**src/rtl/mmh_pkg.sv**
```systemverilog
// ----------------------------------------------------------------------------
// MurmurHash2 string hash package
// Shared constants, operation codes and control/status types.
// ----------------------------------------------------------------------------
package mmh_pkg;

    localparam int LENGTH_BITS = 16;
    localparam int MSG_LEN_W   = 16;
    localparam int BYTE_W      = 8;
    localparam int HASH_W      = 32;
    localparam int CFG_IDX_W   = 1;
    localparam int CFG_DATA_W  = 32;

    localparam logic [HASH_W-1:0] MIX_MUL       = 32'h5bd1e995;
    localparam int                MIX_SHIFT     = 24;
    localparam int                FINAL_SHIFT_A = 13;
    localparam int                FINAL_SHIFT_B = 15;

    localparam logic [BYTE_W-1:0] CHAR_UPPER_A = 8'h41;
    localparam logic [BYTE_W-1:0] CHAR_UPPER_Z = 8'h5A;
    localparam logic [BYTE_W-1:0] CASE_OFFSET  = 8'd32;

    localparam logic [CFG_IDX_W-1:0] REG_HASH_SEED = 1'd0;
    localparam logic [CFG_IDX_W-1:0] REG_FOLD_CASE = 1'd1;

    localparam int OP_W = 3;
    localparam logic [OP_W-1:0] OP_NONE   = 3'd0;
    localparam logic [OP_W-1:0] OP_MIX_K1 = 3'd1;
    localparam logic [OP_W-1:0] OP_MIX_K2 = 3'd2;
    localparam logic [OP_W-1:0] OP_MIX_H  = 3'd3;
    localparam logic [OP_W-1:0] OP_TAIL   = 3'd4;
    localparam logic [OP_W-1:0] OP_FINAL  = 3'd5;
    localparam logic [OP_W-1:0] OP_EMIT   = 3'd6;

    typedef struct packed {
        logic            take;
        logic [OP_W-1:0] op;
    } mmh_cmd_t;

    typedef struct packed {
        logic absorb;
        logic word_full;
        logic last;
        logic empty;
        logic out_free;
    } mmh_stat_t;

endpackage

```
**src/rtl/mmh_in_if.sv**
```systemverilog
// ----------------------------------------------------------------------------
// MurmurHash2 input channel
// Valid/ready channel that carries one string byte per item.
// ----------------------------------------------------------------------------
interface mmh_in_if;
    logic                         valid;
    logic                         ready;
    logic [mmh_pkg::BYTE_W-1:0]   char_byte;
    logic                         start_of_message;
    logic [mmh_pkg::MSG_LEN_W-1:0] message_length;

    modport source (output valid, output char_byte, output start_of_message,
                    output message_length, input ready);
    modport sink   (input valid, input char_byte, input start_of_message,
                    input message_length, output ready);
endinterface

```
**src/rtl/mmh_out_if.sv**
```systemverilog
// ----------------------------------------------------------------------------
// MurmurHash2 output channel
// Valid/ready channel that carries one finished hash per item.
// ----------------------------------------------------------------------------
interface mmh_out_if;
    logic                       valid;
    logic                       ready;
    logic [mmh_pkg::HASH_W-1:0] hash_value;

    modport source (output valid, output hash_value, input ready);
    modport sink   (input valid, input hash_value, output ready);
endinterface

```
**src/rtl/murmur2_string_hash_top.sv**
```systemverilog
// ----------------------------------------------------------------------------
// MurmurHash2 string hash top level
// 32-bit MurmurHash2 of a byte string that arrives one byte per item.
//
//   channel   | dir | payload                                        | items
//   item_in   | in  | char_byte, start_of_message, message_length    | bytes
//   hash_out  | out | hash_value                                     | hashes
//   cfg       | in  | cfg_we, cfg_index, cfg_data                    | writes
//
// A byte is taken while the controller idles; every fourth byte of a message
// adds the word mix on the single shared 32x32 multiplier. Message end adds a
// tail step (when 1-3 bytes remain), a final mix and an output load.
// The output register holds a hash while the next message streams in;
// only the output load waits on hash_out.ready. Reset clears all control.
// ----------------------------------------------------------------------------
module murmur2_string_hash_top (
    input  logic                           clk,
    input  logic                           rst_n,
    input  logic                           cfg_we,
    input  logic [mmh_pkg::CFG_IDX_W-1:0]  cfg_index,
    input  logic [mmh_pkg::CFG_DATA_W-1:0] cfg_data,
    mmh_in_if.sink                         item_in,
    mmh_out_if.source                      hash_out
);

    mmh_pkg::mmh_cmd_t  cmd;
    mmh_pkg::mmh_stat_t stat;

    mmh_ctrl u_ctrl (
        .clk      (clk),
        .rst_n    (rst_n),
        .in_valid (item_in.valid),
        .in_ready (item_in.ready),
        .stat     (stat),
        .cmd      (cmd)
    );

    mmh_dp u_dp (
        .clk              (clk),
        .rst_n            (rst_n),
        .cfg_we           (cfg_we),
        .cfg_index        (cfg_index),
        .cfg_data         (cfg_data),
        .char_byte        (item_in.char_byte),
        .start_of_message (item_in.start_of_message),
        .message_length   (item_in.message_length),
        .out_ready        (hash_out.ready),
        .out_valid        (hash_out.valid),
        .hash_value       (hash_out.hash_value),
        .cmd              (cmd),
        .stat             (stat)
    );

endmodule

```
**src/rtl/mmh_ctrl.sv**
```systemverilog
// ----------------------------------------------------------------------------
// MurmurHash2 controller
// Sequences byte intake, word mixing, tail, final mix and result hand-off.
// ----------------------------------------------------------------------------
module mmh_ctrl (
    input  logic               clk,
    input  logic               rst_n,
    input  logic               in_valid,
    output logic               in_ready,
    input  mmh_pkg::mmh_stat_t stat,
    output mmh_pkg::mmh_cmd_t  cmd
);

    localparam logic [2:0] S_IDLE   = 3'd0;
    localparam logic [2:0] S_MIX_K1 = 3'd1;
    localparam logic [2:0] S_MIX_K2 = 3'd2;
    localparam logic [2:0] S_MIX_H  = 3'd3;
    localparam logic [2:0] S_TAIL   = 3'd4;
    localparam logic [2:0] S_FINAL  = 3'd5;
    localparam logic [2:0] S_EMIT   = 3'd6;

    logic [2:0] state_reg;
    logic [2:0] state_next;
    logic       done_reg;
    logic       done_next;

    always_comb
    begin
        state_next = state_reg;
        done_next  = done_reg;
        in_ready   = 1'b0;
        cmd.take   = 1'b0;
        cmd.op     = mmh_pkg::OP_NONE;
        case (state_reg)
            S_IDLE:
            begin
                in_ready = 1'b1;
                if (in_valid)
                begin
                    cmd.take = 1'b1;
                    if (stat.empty)
                    begin
                        state_next = S_FINAL;
                    end
                    else if (stat.absorb && stat.word_full)
                    begin
                        state_next = S_MIX_K1;
                        done_next  = stat.last;
                    end
                    else if (stat.absorb && stat.last)
                    begin
                        state_next = S_TAIL;
                    end
                end
            end
            S_MIX_K1:
            begin
                cmd.op     = mmh_pkg::OP_MIX_K1;
                state_next = S_MIX_K2;
            end
            S_MIX_K2:
            begin
                cmd.op     = mmh_pkg::OP_MIX_K2;
                state_next = S_MIX_H;
            end
            S_MIX_H:
            begin
                cmd.op     = mmh_pkg::OP_MIX_H;
                state_next = done_reg ? S_FINAL : S_IDLE;
                done_next  = 1'b0;
            end
            S_TAIL:
            begin
                cmd.op     = mmh_pkg::OP_TAIL;
                state_next = S_FINAL;
            end
            S_FINAL:
            begin
                cmd.op     = mmh_pkg::OP_FINAL;
                state_next = S_EMIT;
            end
            S_EMIT:
            begin
                if (stat.out_free)
                begin
                    cmd.op     = mmh_pkg::OP_EMIT;
                    state_next = S_IDLE;
                end
            end
            default:
            begin
                state_next = S_IDLE;
                done_next  = 1'b0;
            end
        endcase
    end

    always_ff @(posedge clk or negedge rst_n)
    begin
        if (!rst_n)
        begin
            state_reg <= S_IDLE;
            done_reg  <= 1'b0;
        end
        else
        begin
            state_reg <= state_next;
            done_reg  <= done_next;
        end
    end

endmodule

```
**src/rtl/mmh_dp.sv**
```systemverilog
// ----------------------------------------------------------------------------
// MurmurHash2 datapath
// Byte packing, length tracking, shared mix multiplier and output register.
// ----------------------------------------------------------------------------
module mmh_dp (
    input  logic                              clk,
    input  logic                              rst_n,
    input  logic                              cfg_we,
    input  logic [mmh_pkg::CFG_IDX_W-1:0]     cfg_index,
    input  logic [mmh_pkg::CFG_DATA_W-1:0]    cfg_data,
    input  logic [mmh_pkg::BYTE_W-1:0]        char_byte,
    input  logic                              start_of_message,
    input  logic [mmh_pkg::MSG_LEN_W-1:0]     message_length,
    input  logic                              out_ready,
    output logic                              out_valid,
    output logic [mmh_pkg::HASH_W-1:0]        hash_value,
    input  mmh_pkg::mmh_cmd_t                 cmd,
    output mmh_pkg::mmh_stat_t                stat
);

    logic [mmh_pkg::HASH_W-1:0]      seed_reg;
    logic                            fold_reg;
    logic [mmh_pkg::HASH_W-1:0]      hash_reg;
    logic [mmh_pkg::HASH_W-1:0]      k_reg;
    logic [23:0]                     pend_reg;
    logic [1:0]                      cnt_reg;
    logic [mmh_pkg::LENGTH_BITS-1:0] rem_reg;
    logic                            active_reg;
    logic [mmh_pkg::HASH_W-1:0]      out_hash_reg;
    logic                            out_valid_reg;

    logic [mmh_pkg::BYTE_W-1:0]      byte_f;
    logic [mmh_pkg::LENGTH_BITS-1:0] len_ext;
    logic [mmh_pkg::LENGTH_BITS-1:0] rem_base;
    logic [mmh_pkg::LENGTH_BITS-1:0] rem_after;
    logic [23:0]                     pend_base;
    logic [1:0]                      cnt_base;
    logic [mmh_pkg::HASH_W-1:0]      word_new;
    logic [mmh_pkg::HASH_W-1:0]      mul_a;
    logic [mmh_pkg::HASH_W-1:0]      product;

    always_comb
    begin
        byte_f = char_byte;
        if (fold_reg && char_byte >= mmh_pkg::CHAR_UPPER_A
            && char_byte <= mmh_pkg::CHAR_UPPER_Z)
        begin
            byte_f = char_byte + mmh_pkg::CASE_OFFSET;
        end
        len_ext   = mmh_pkg::LENGTH_BITS'(message_length);
        rem_base  = start_of_message ? len_ext : rem_reg;
        pend_base = start_of_message ? 24'd0 : pend_reg;
        cnt_base  = start_of_message ? 2'd0 : cnt_reg;
        rem_after = rem_base - mmh_pkg::LENGTH_BITS'(1);
        word_new  = {8'd0, pend_base}
                    | (mmh_pkg::HASH_W'(byte_f) << {cnt_base, 3'b000});

        stat.empty     = start_of_message && (len_ext == '0);
        stat.absorb    = start_of_message ? (len_ext != '0)
                                          : (active_reg && (rem_reg != '0));
        stat.word_full = (cnt_base == 2'd3);
        stat.last      = (rem_after == '0);
        stat.out_free  = !out_valid_reg || out_ready;
    end

    always_comb
    begin
        case (cmd.op)
            mmh_pkg::OP_MIX_K1: mul_a = k_reg;
            mmh_pkg::OP_MIX_K2: mul_a = k_reg ^ (k_reg >> mmh_pkg::MIX_SHIFT);
            mmh_pkg::OP_MIX_H:  mul_a = hash_reg;
            mmh_pkg::OP_TAIL:   mul_a = hash_reg ^ {8'd0, pend_reg};
            mmh_pkg::OP_FINAL:  mul_a = hash_reg ^ (hash_reg >> mmh_pkg::FINAL_SHIFT_A);
            default:            mul_a = '0;
        endcase
        product = mul_a * mmh_pkg::MIX_MUL;
    end

    // configuration
    always_ff @(posedge clk or negedge rst_n)
    begin
        if (!rst_n)
        begin
            seed_reg <= '0;
            fold_reg <= 1'b1;
        end
        else if (cfg_we)
        begin
            case (cfg_index)
                mmh_pkg::REG_HASH_SEED: seed_reg <= cfg_data;
                mmh_pkg::REG_FOLD_CASE: fold_reg <= cfg_data[0];
                default:                ;
            endcase
        end
    end

    // message state
    always_ff @(posedge clk or negedge rst_n)
    begin
        if (!rst_n)
        begin
            hash_reg   <= '0;
            pend_reg   <= '0;
            cnt_reg    <= '0;
            rem_reg    <= '0;
            active_reg <= 1'b0;
        end
        else if (cmd.take)
        begin
            if (start_of_message)
            begin
                hash_reg <= seed_reg ^ mmh_pkg::HASH_W'(len_ext);
            end
            if (stat.empty)
            begin
                pend_reg   <= '0;
                cnt_reg    <= '0;
                rem_reg    <= '0;
                active_reg <= 1'b0;
            end
            else if (stat.absorb)
            begin
                if (stat.word_full)
                begin
                    pend_reg <= '0;
                    cnt_reg  <= '0;
                end
                else
                begin
                    pend_reg <= word_new[23:0];
                    cnt_reg  <= cnt_base + 2'd1;
                end
                rem_reg    <= rem_after;
                active_reg <= !stat.last;
            end
        end
        else
        begin
            case (cmd.op)
                mmh_pkg::OP_MIX_H:
                begin
                    hash_reg <= product ^ k_reg;
                end
                mmh_pkg::OP_TAIL:
                begin
                    hash_reg <= product;
                end
                mmh_pkg::OP_FINAL:
                begin
                    hash_reg <= product;
                    pend_reg <= '0;
                    cnt_reg  <= '0;
                end
                default:
                begin
                end
            endcase
        end
    end

    // word under mix
    always_ff @(posedge clk)
    begin
        if (cmd.take && stat.absorb && stat.word_full && !stat.empty)
        begin
            k_reg <= word_new;
        end
        else if (cmd.op == mmh_pkg::OP_MIX_K1 || cmd.op == mmh_pkg::OP_MIX_K2)
        begin
            k_reg <= product;
        end
    end

    // result register
    always_ff @(posedge clk or negedge rst_n)
    begin
        if (!rst_n)
        begin
            out_valid_reg <= 1'b0;
        end
        else if (cmd.op == mmh_pkg::OP_EMIT)
        begin
            out_valid_reg <= 1'b1;
        end
        else if (out_ready)
        begin
            out_valid_reg <= 1'b0;
        end
    end

    always_ff @(posedge clk)
    begin
        if (cmd.op == mmh_pkg::OP_EMIT)
        begin
            out_hash_reg <= hash_reg ^ (hash_reg >> mmh_pkg::FINAL_SHIFT_B);
        end
    end

    assign out_valid  = out_valid_reg;
    assign hash_value = out_hash_reg;

endmodule

```
**src/flat_wrapper.sv**
```systemverilog
// flat-port wrapper written by rule: the top's interface ports become plain ports
module murmur2_string_hash_top_flat 
  (clk, rst_n, cfg_we, cfg_index, cfg_data, item_in_valid, item_in_char_byte, item_in_start_of_message, item_in_message_length, item_in_ready, hash_out_valid, hash_out_hash_value, hash_out_ready);
  mmh_in_if item_in_i ();
  mmh_out_if hash_out_i ();
  input  logic clk;
  input  logic rst_n;
  input  logic cfg_we;
  input  logic [mmh_pkg::CFG_IDX_W-1:0] cfg_index;
  input  logic [mmh_pkg::CFG_DATA_W-1:0] cfg_data;
  input wire logic [$bits(item_in_i.valid)-1:0] item_in_valid;
  input wire logic [$bits(item_in_i.char_byte)-1:0] item_in_char_byte;
  input wire logic [$bits(item_in_i.start_of_message)-1:0] item_in_start_of_message;
  input wire logic [$bits(item_in_i.message_length)-1:0] item_in_message_length;
  output wire logic [$bits(item_in_i.ready)-1:0] item_in_ready;
  output wire logic [$bits(hash_out_i.valid)-1:0] hash_out_valid;
  output wire logic [$bits(hash_out_i.hash_value)-1:0] hash_out_hash_value;
  input wire logic [$bits(hash_out_i.ready)-1:0] hash_out_ready;
  assign item_in_i.valid = item_in_valid;
  assign item_in_i.char_byte = item_in_char_byte;
  assign item_in_i.start_of_message = item_in_start_of_message;
  assign item_in_i.message_length = item_in_message_length;
  assign item_in_ready = item_in_i.ready;
  assign hash_out_valid = hash_out_i.valid;
  assign hash_out_hash_value = hash_out_i.hash_value;
  assign hash_out_i.ready = hash_out_ready;
  murmur2_string_hash_top u_core (.clk(clk), .rst_n(rst_n), .cfg_we(cfg_we), .cfg_index(cfg_index), .cfg_data(cfg_data), .item_in(item_in_i), .hash_out(hash_out_i));
endmodule
```
**config.mk**
```make
export PLATFORM = sky130hd
export DESIGN_NAME = murmur2_string_hash_top_flat
export DESIGN_NICKNAME = d
export VERILOG_FILES = /design/src/rtl/mmh_pkg.sv /design/src/rtl/mmh_in_if.sv /design/src/rtl/mmh_out_if.sv /design/src/rtl/murmur2_string_hash_top.sv /design/src/rtl/mmh_ctrl.sv /design/src/rtl/mmh_dp.sv /design/src/flat_wrapper.sv
export SDC_FILE = /design/constraint.sdc
export NUM_CORES = 1
export LEC_CHECK = 0
export ABC_AREA = 0
export BUFFER_PORTS_ARGS = -buffer_cell sky130_fd_sc_hd__buf_2
export CAP_MARGIN = 20
export CORE_ASPECT_RATIO = 1.5
export CORE_UTILIZATION = 58
export CTS_BUF_LIST = sky130_fd_sc_hd__clkbuf_16
export CTS_CLUSTER_DIAMETER = 150
export DETAILED_ROUTE_END_ITERATION = 10
export PLACE_DENSITY = 0.76
export SYNTH_ARGS = -nofsm -noshare
export SYNTH_HDL_FRONTEND = slang
export SYNTH_SLANG_ARGS = --single-unit
```
**constraint.sdc**
```tcl
create_clock -name clk -period 8.9 [get_ports clk]
set_input_delay 0.89 -clock clk [delete_from_list [all_inputs] [get_ports clk]]
set_output_delay 0.89 -clock clk [all_outputs]
set_load 0.02 [all_outputs]
```
# After elaboration in Yosys (flattened, before gate mapping)
# Index checks and enable logic that the tools add are counted.
# totals
input_bits,63
elab_cells,124
out_inout_bits,34
register_bits,177
# classes
shift,1
order_cmp,2
n_eq_ne,20
reduce_logical,33
add_sub_neg,3
n_mux,43
n_bitwise,9
n_mul,1
# ops
cell,n
32-bit one-hot mux with 5 select lines,1
24-bit 2-to-1 mux,6
32-bit 2-to-1 mux,4
32-bit one-hot mux with 2 select lines,1
16-bit 2-to-1 mux,3
16-bit logical NOT,2
"32-bit by 31-bit multiplier with 32-bit output, second input constant",1
24-bit by 32-bit bitwise OR with 32-bit output,1
16-bit nonzero test,2
8-bit by 5-bit << shifter with 32-bit output,1
32-bit by 16-bit XOR with 32-bit output,1
32-bit by 17-bit XOR with 32-bit output,1
32-bit by 19-bit XOR with 32-bit output,1
32-bit by 24-bit XOR with 32-bit output,1
32-bit XOR,1
32-bit by 8-bit XOR with 32-bit output,1
3-bit 2-to-1 mux,7
3-bit one-hot mux with 7 select lines,1
"3-bit equality test, second input constant",6
3-bit one-hot mux with 6 select lines,1
"16-bit by 1-bit subtractor with 16-bit output, second input constant",1
"3-bit by 2-bit equality test with 1-bit output, second input constant",4
2-bit 2-to-1 mux,6
1-bit 2-to-1 mux,11
other kinds (24),47

# Longest topological paths before layout
# logic_depth
ltp_word,10
ltp_mapped,33
ltp_nobuf,30

# Cells and area by module
# Synthesis repeated with hierarchy kept, for this count alone.
# unflattened
cells_unflattened,1997
area_unflattened_um2,19277.2
# modules_own_cells
module,n_inst,area_each_um2,seq_area_each_um2,cells_per_inst
mmh_dp,1,18970.7,4650.7,1964
mmh_ctrl,1,306.5,100.1,33

# Worst setup path before layout
# Ideal clock, no wire load.
# synth_timing
kind,register -> register
from,register u_core.u_ctrl.state_reg[0]
to,register u_core.u_dp.hash_reg[31] (netlist bit)
setup_time_ns,0.086
synth_period_minus_slack_ns,8.206
path_stages_with_launch,31
arrival_time_ns,8.120
t_required_ns,8.814
path_slack_ns,0.694
n_path_buf,4
cell_sequence,dfrtp_1 buf_2 buf_2 buf_1 mux2i_1 xor2_1 o22ai_1 inv_1 fa_1 inv_1 ha_1 inv_1 fa_1 fa_1 inv_1 fa_1 fa_1 fa_1 inv_1 fa_1 inv_1 ha_1 clkbuf_1 and4_1 a31oi_1 o21ai_0 o41ai_2 o21ai_2 a31oi_2 xnor3_1 a32oi_1
# synth_between
elab_chain_len,8
elab_cells_between_ends,23
classes_between,mul: 1; eq/ne: 12; mux: 5; bitwise: 1; reduce/logical: 4
# synth_rtl
element,line_no,source
"start, declared",mmh_ctrl.sv:22,logic [2:0] state_reg;
"start signal, assigned",mmh_ctrl.sv:107,state_reg <= state_next;
"3-bit equality test, or another cell as far along",mmh_ctrl.sv:34,case (state_reg)
3-bit one-hot mux with 6 select lines,mmh_ctrl.sv:34,
"3-bit equality test, or another cell as far along","mmh_dp.sv:68, mmh_dp.sv:139",
32-bit one-hot mux with 5 select lines,mmh_dp.sv:68,case (cmd.op)
32-bit by 31-bit multiplier with 32-bit output,mmh_dp.sv:76,product = mul_a * mmh_pkg::MIX_MUL;
32-bit XOR,mmh_dp.sv:142,hash_reg <= product ^ k_reg;
32-bit one-hot mux with 2 select lines,mmh_dp.sv:139,case (cmd.op)
32-bit 2-to-1 mux,mmh_dp.sv:108,else if (cmd.take)
"end signal, assigned",mmh_dp.sv:112,hash_reg <= seed_reg ^ mmh_pkg::HASH_W'(len_ext);
"end signal, assigned",mmh_dp.sv:142,
"end signal, assigned",mmh_dp.sv:146,hash_reg <= product;
"end, declared",mmh_dp.sv:23,logic [mmh_pkg::HASH_W-1:0] hash_reg;
# Parallel ways exist; a longest one is shown, timed or not.
# A chain may end at the register's enable or synchronous reset.

# Worst setup path after layout
# layout_timing
from,register u_core.u_ctrl.state_reg[1]
to,register u_core.u_dp.hash_reg[30] (netlist bit)
# The elaborated chain is that of the path after synthesis.

==> flow_summary.ini <==
[outcome]
outcome = finished clean

[route]
viasPerCell = 6.10
dr.pass1.iters = 5
drc = 0
drt_wl_total_um = 61500
dr_total_vias = 14910
antenna_left = 0
drtIter0Drc = 1076
wl_per_cell_um = 25.2

[yosys]
synthCells = 1934
ys_types = 77
synth_edf_count = 64
synth_seq_cells = 177
ys.flop_type = dfrtp_1
ys_seq_area_frac = 0.251
syn_area_um2 = 18900
postSynth.asyncResetShare = 0.638
avgSynthCellArea_um2 = 9.79
syn-num-nets = 2398
synth_warnings = 0

[clocking]
cts_tree = built
clock-root-buffer = clkbuf_16
postCtsSetupRepairBufs = 0
clk-insertion-delay-late_ns = 0.45
path_clk_slew_ns = 0.08
cts.path.max_buffers = 2
clock-sinks = 177
cts-buffers-inserted = 17
h-tree-depth = 4

[setup_path]
rrSetupSlack_ns = 0.50
startpoint_type = flop
rr_worst_depth = 28
path_common_cell = fa_1
path_max_fanout = 15
slowest_stage = dfrtp_1
max_stage_delay_ns = 0.63
r2r_start = u_core.u_ctrl.state_reg[1]
arrival_ns = 8.69
crit_start = u_core.u_ctrl.state_reg[1]
crit_required_ns = 9.19
r2r_end = u_core.u_dp.hash_reg[30]
cp-end-kind = flop
crit_path_end = u_core.u_dp.hash_reg[30]
critical_path_class = reg -> reg

[timing]
tightestPinTransition_ns = 1.06
tns_ns = 0
setup_viol = 0
fmaxAchievable_mhz = 119
hold_violations = 0
finClkSkew_ns = 0.0131
slew_headroom = 0.292
slew_viol_final = 0
period_share = 0.944
rsz0062_at_grt = no
fin_crit_ns = 8.40

[grt]
gr-total-overflow = 0
grt_start_max_net_pins = 72
grt_pass1_vias = 16022
grtUsageTotal = 0.391
antenna_found_initial = 0
grt_pass1_wl_um = 93800

[floorplanning]
die_w_um = 150
rows = 80
start_util = 0.593
die_y_um = 223
coreArea_um2 = 31900
pin_count = 97
die_area_um2 = 33400

[placed_design]
hpwl_um = 49700
gp_congestion = 1.02
io_buffers = 96

[cells_and_area]
area_delta_synth_final_pct = 8.94
post_route_cells_drive_above_1_share = 0.118
diodes = 0
nets = 2485
final_common_cell = inv_1
final_cell_mix = 375 x inv_1, 220 x ha_1, 181 x fa_1, 121 x a21oi_1, 112 x dfrtp_1

[worst_hold_path]
hold_path_class = in -> async

[run]
maxCapViolations = 0
stage by stage:
step	hold slack (ns)	setup WS [ns]	utilization	area [um2]	instances
floorplan	0.423	0.694	-	18900	1934
CTS	0.426	0.171	0.645	20600	2444
finish	0.418	0.498	0.646	20600	2444
detailed placement	0.481	0.248	0.627	20000	2412
global placement	0.466	0.353	0.627	20000	2412
global route	0.460	0.0495	0.646	20600	2444
cell usage after synthesis (13+ instances only):
master,instances,area share
mux2_2,35,0.021
xor2_1,53,0.025
edfxtp_1,64,0.10
nor2_1,93,0.018
a22o_1,24,0.011
fa_1,181,0.19
ha_1,220,0.15
a21oi_1,121,0.032
xnor2_1,98,0.045
dfrtp_1,112,0.15
nand3_1,15,0.0040
buf_1,13,0.0026
o21ai_0,52,0.014
a22oi_1,22,0.0087
mux2i_1,31,0.016
clkbuf_1,54,0.011
nor2b_1,13,0.0043
nor3_1,26,0.0069
nand2_1,102,0.020
inv_1,374,0.074
o31ai_1,16,0.0063
a21o_1,23,0.0091
cell type report:
class	instances	area [um2]
well taps	410	513
inverters	374	1400
clock buffers	17	425
repair buffers	144	843
flip-flops and latches	177	4750
fillers	2612	11300
clock inverters	15	171
multi-input cells	1307	12500
cell families after synthesis:
group	after synthesis	synth area share
AO/OA/AOI/OAI	355	0.124
buffers and inverters	450	0.0900
AND/OR/NAND/NOR	327	0.0828
flip-flops	177	0.251
adder cells (fa/ha/maj)	401	0.337
XOR/XNOR	158	0.0783
multiplexers	66	0.0372
timing repair:
item	CTS	global route
resized for setup	0	7
setup endpoints to repair	0	17
hold buffers	0	0
worst min path at each step:
stage,startpoint,end,cells past startpoint
floorplan,u_core.u_dp.hash_reg[19],u_core.u_dp.hash_value[19],0
global placement,u_core.u_dp.active_reg,u_core.u_dp.active_reg,2
detailed placement,u_core.u_dp.active_reg,u_core.u_dp.active_reg,2
CTS,rst_n,u_core.u_dp.seed_reg[21],1
global route,rst_n,u_core.u_dp.seed_reg[15],1
finish,rst_n,u_core.u_dp.seed_reg[21],1
layer usage:
| metal | track usage | wire [um] |
|---|---|---|
| met2 | 0.664 | 30900 |
| met3 | 0.0658 | 3320 |
| met1 | 0.392 | 20000 |
| met4 | 0.392 | 7230 |
| met5 | 0 | 0 |
worst max-delay path: cells and delay by family, from the launching register on:
kind	cells	cell delay (ns)
adder cells (fa/ha/maj)	9	4.04
AO/OA/AOI/OAI	9	1.73
AND/OR/NAND/NOR	2	0.90
buffers and inverters	7	0.72
XOR/XNOR	1	0.20
flip-flops	1	0.63
Power is left out: the tool's default activity adds up to more than one toggle a clock period on the data nets, which glitch-free logic cannot reach.
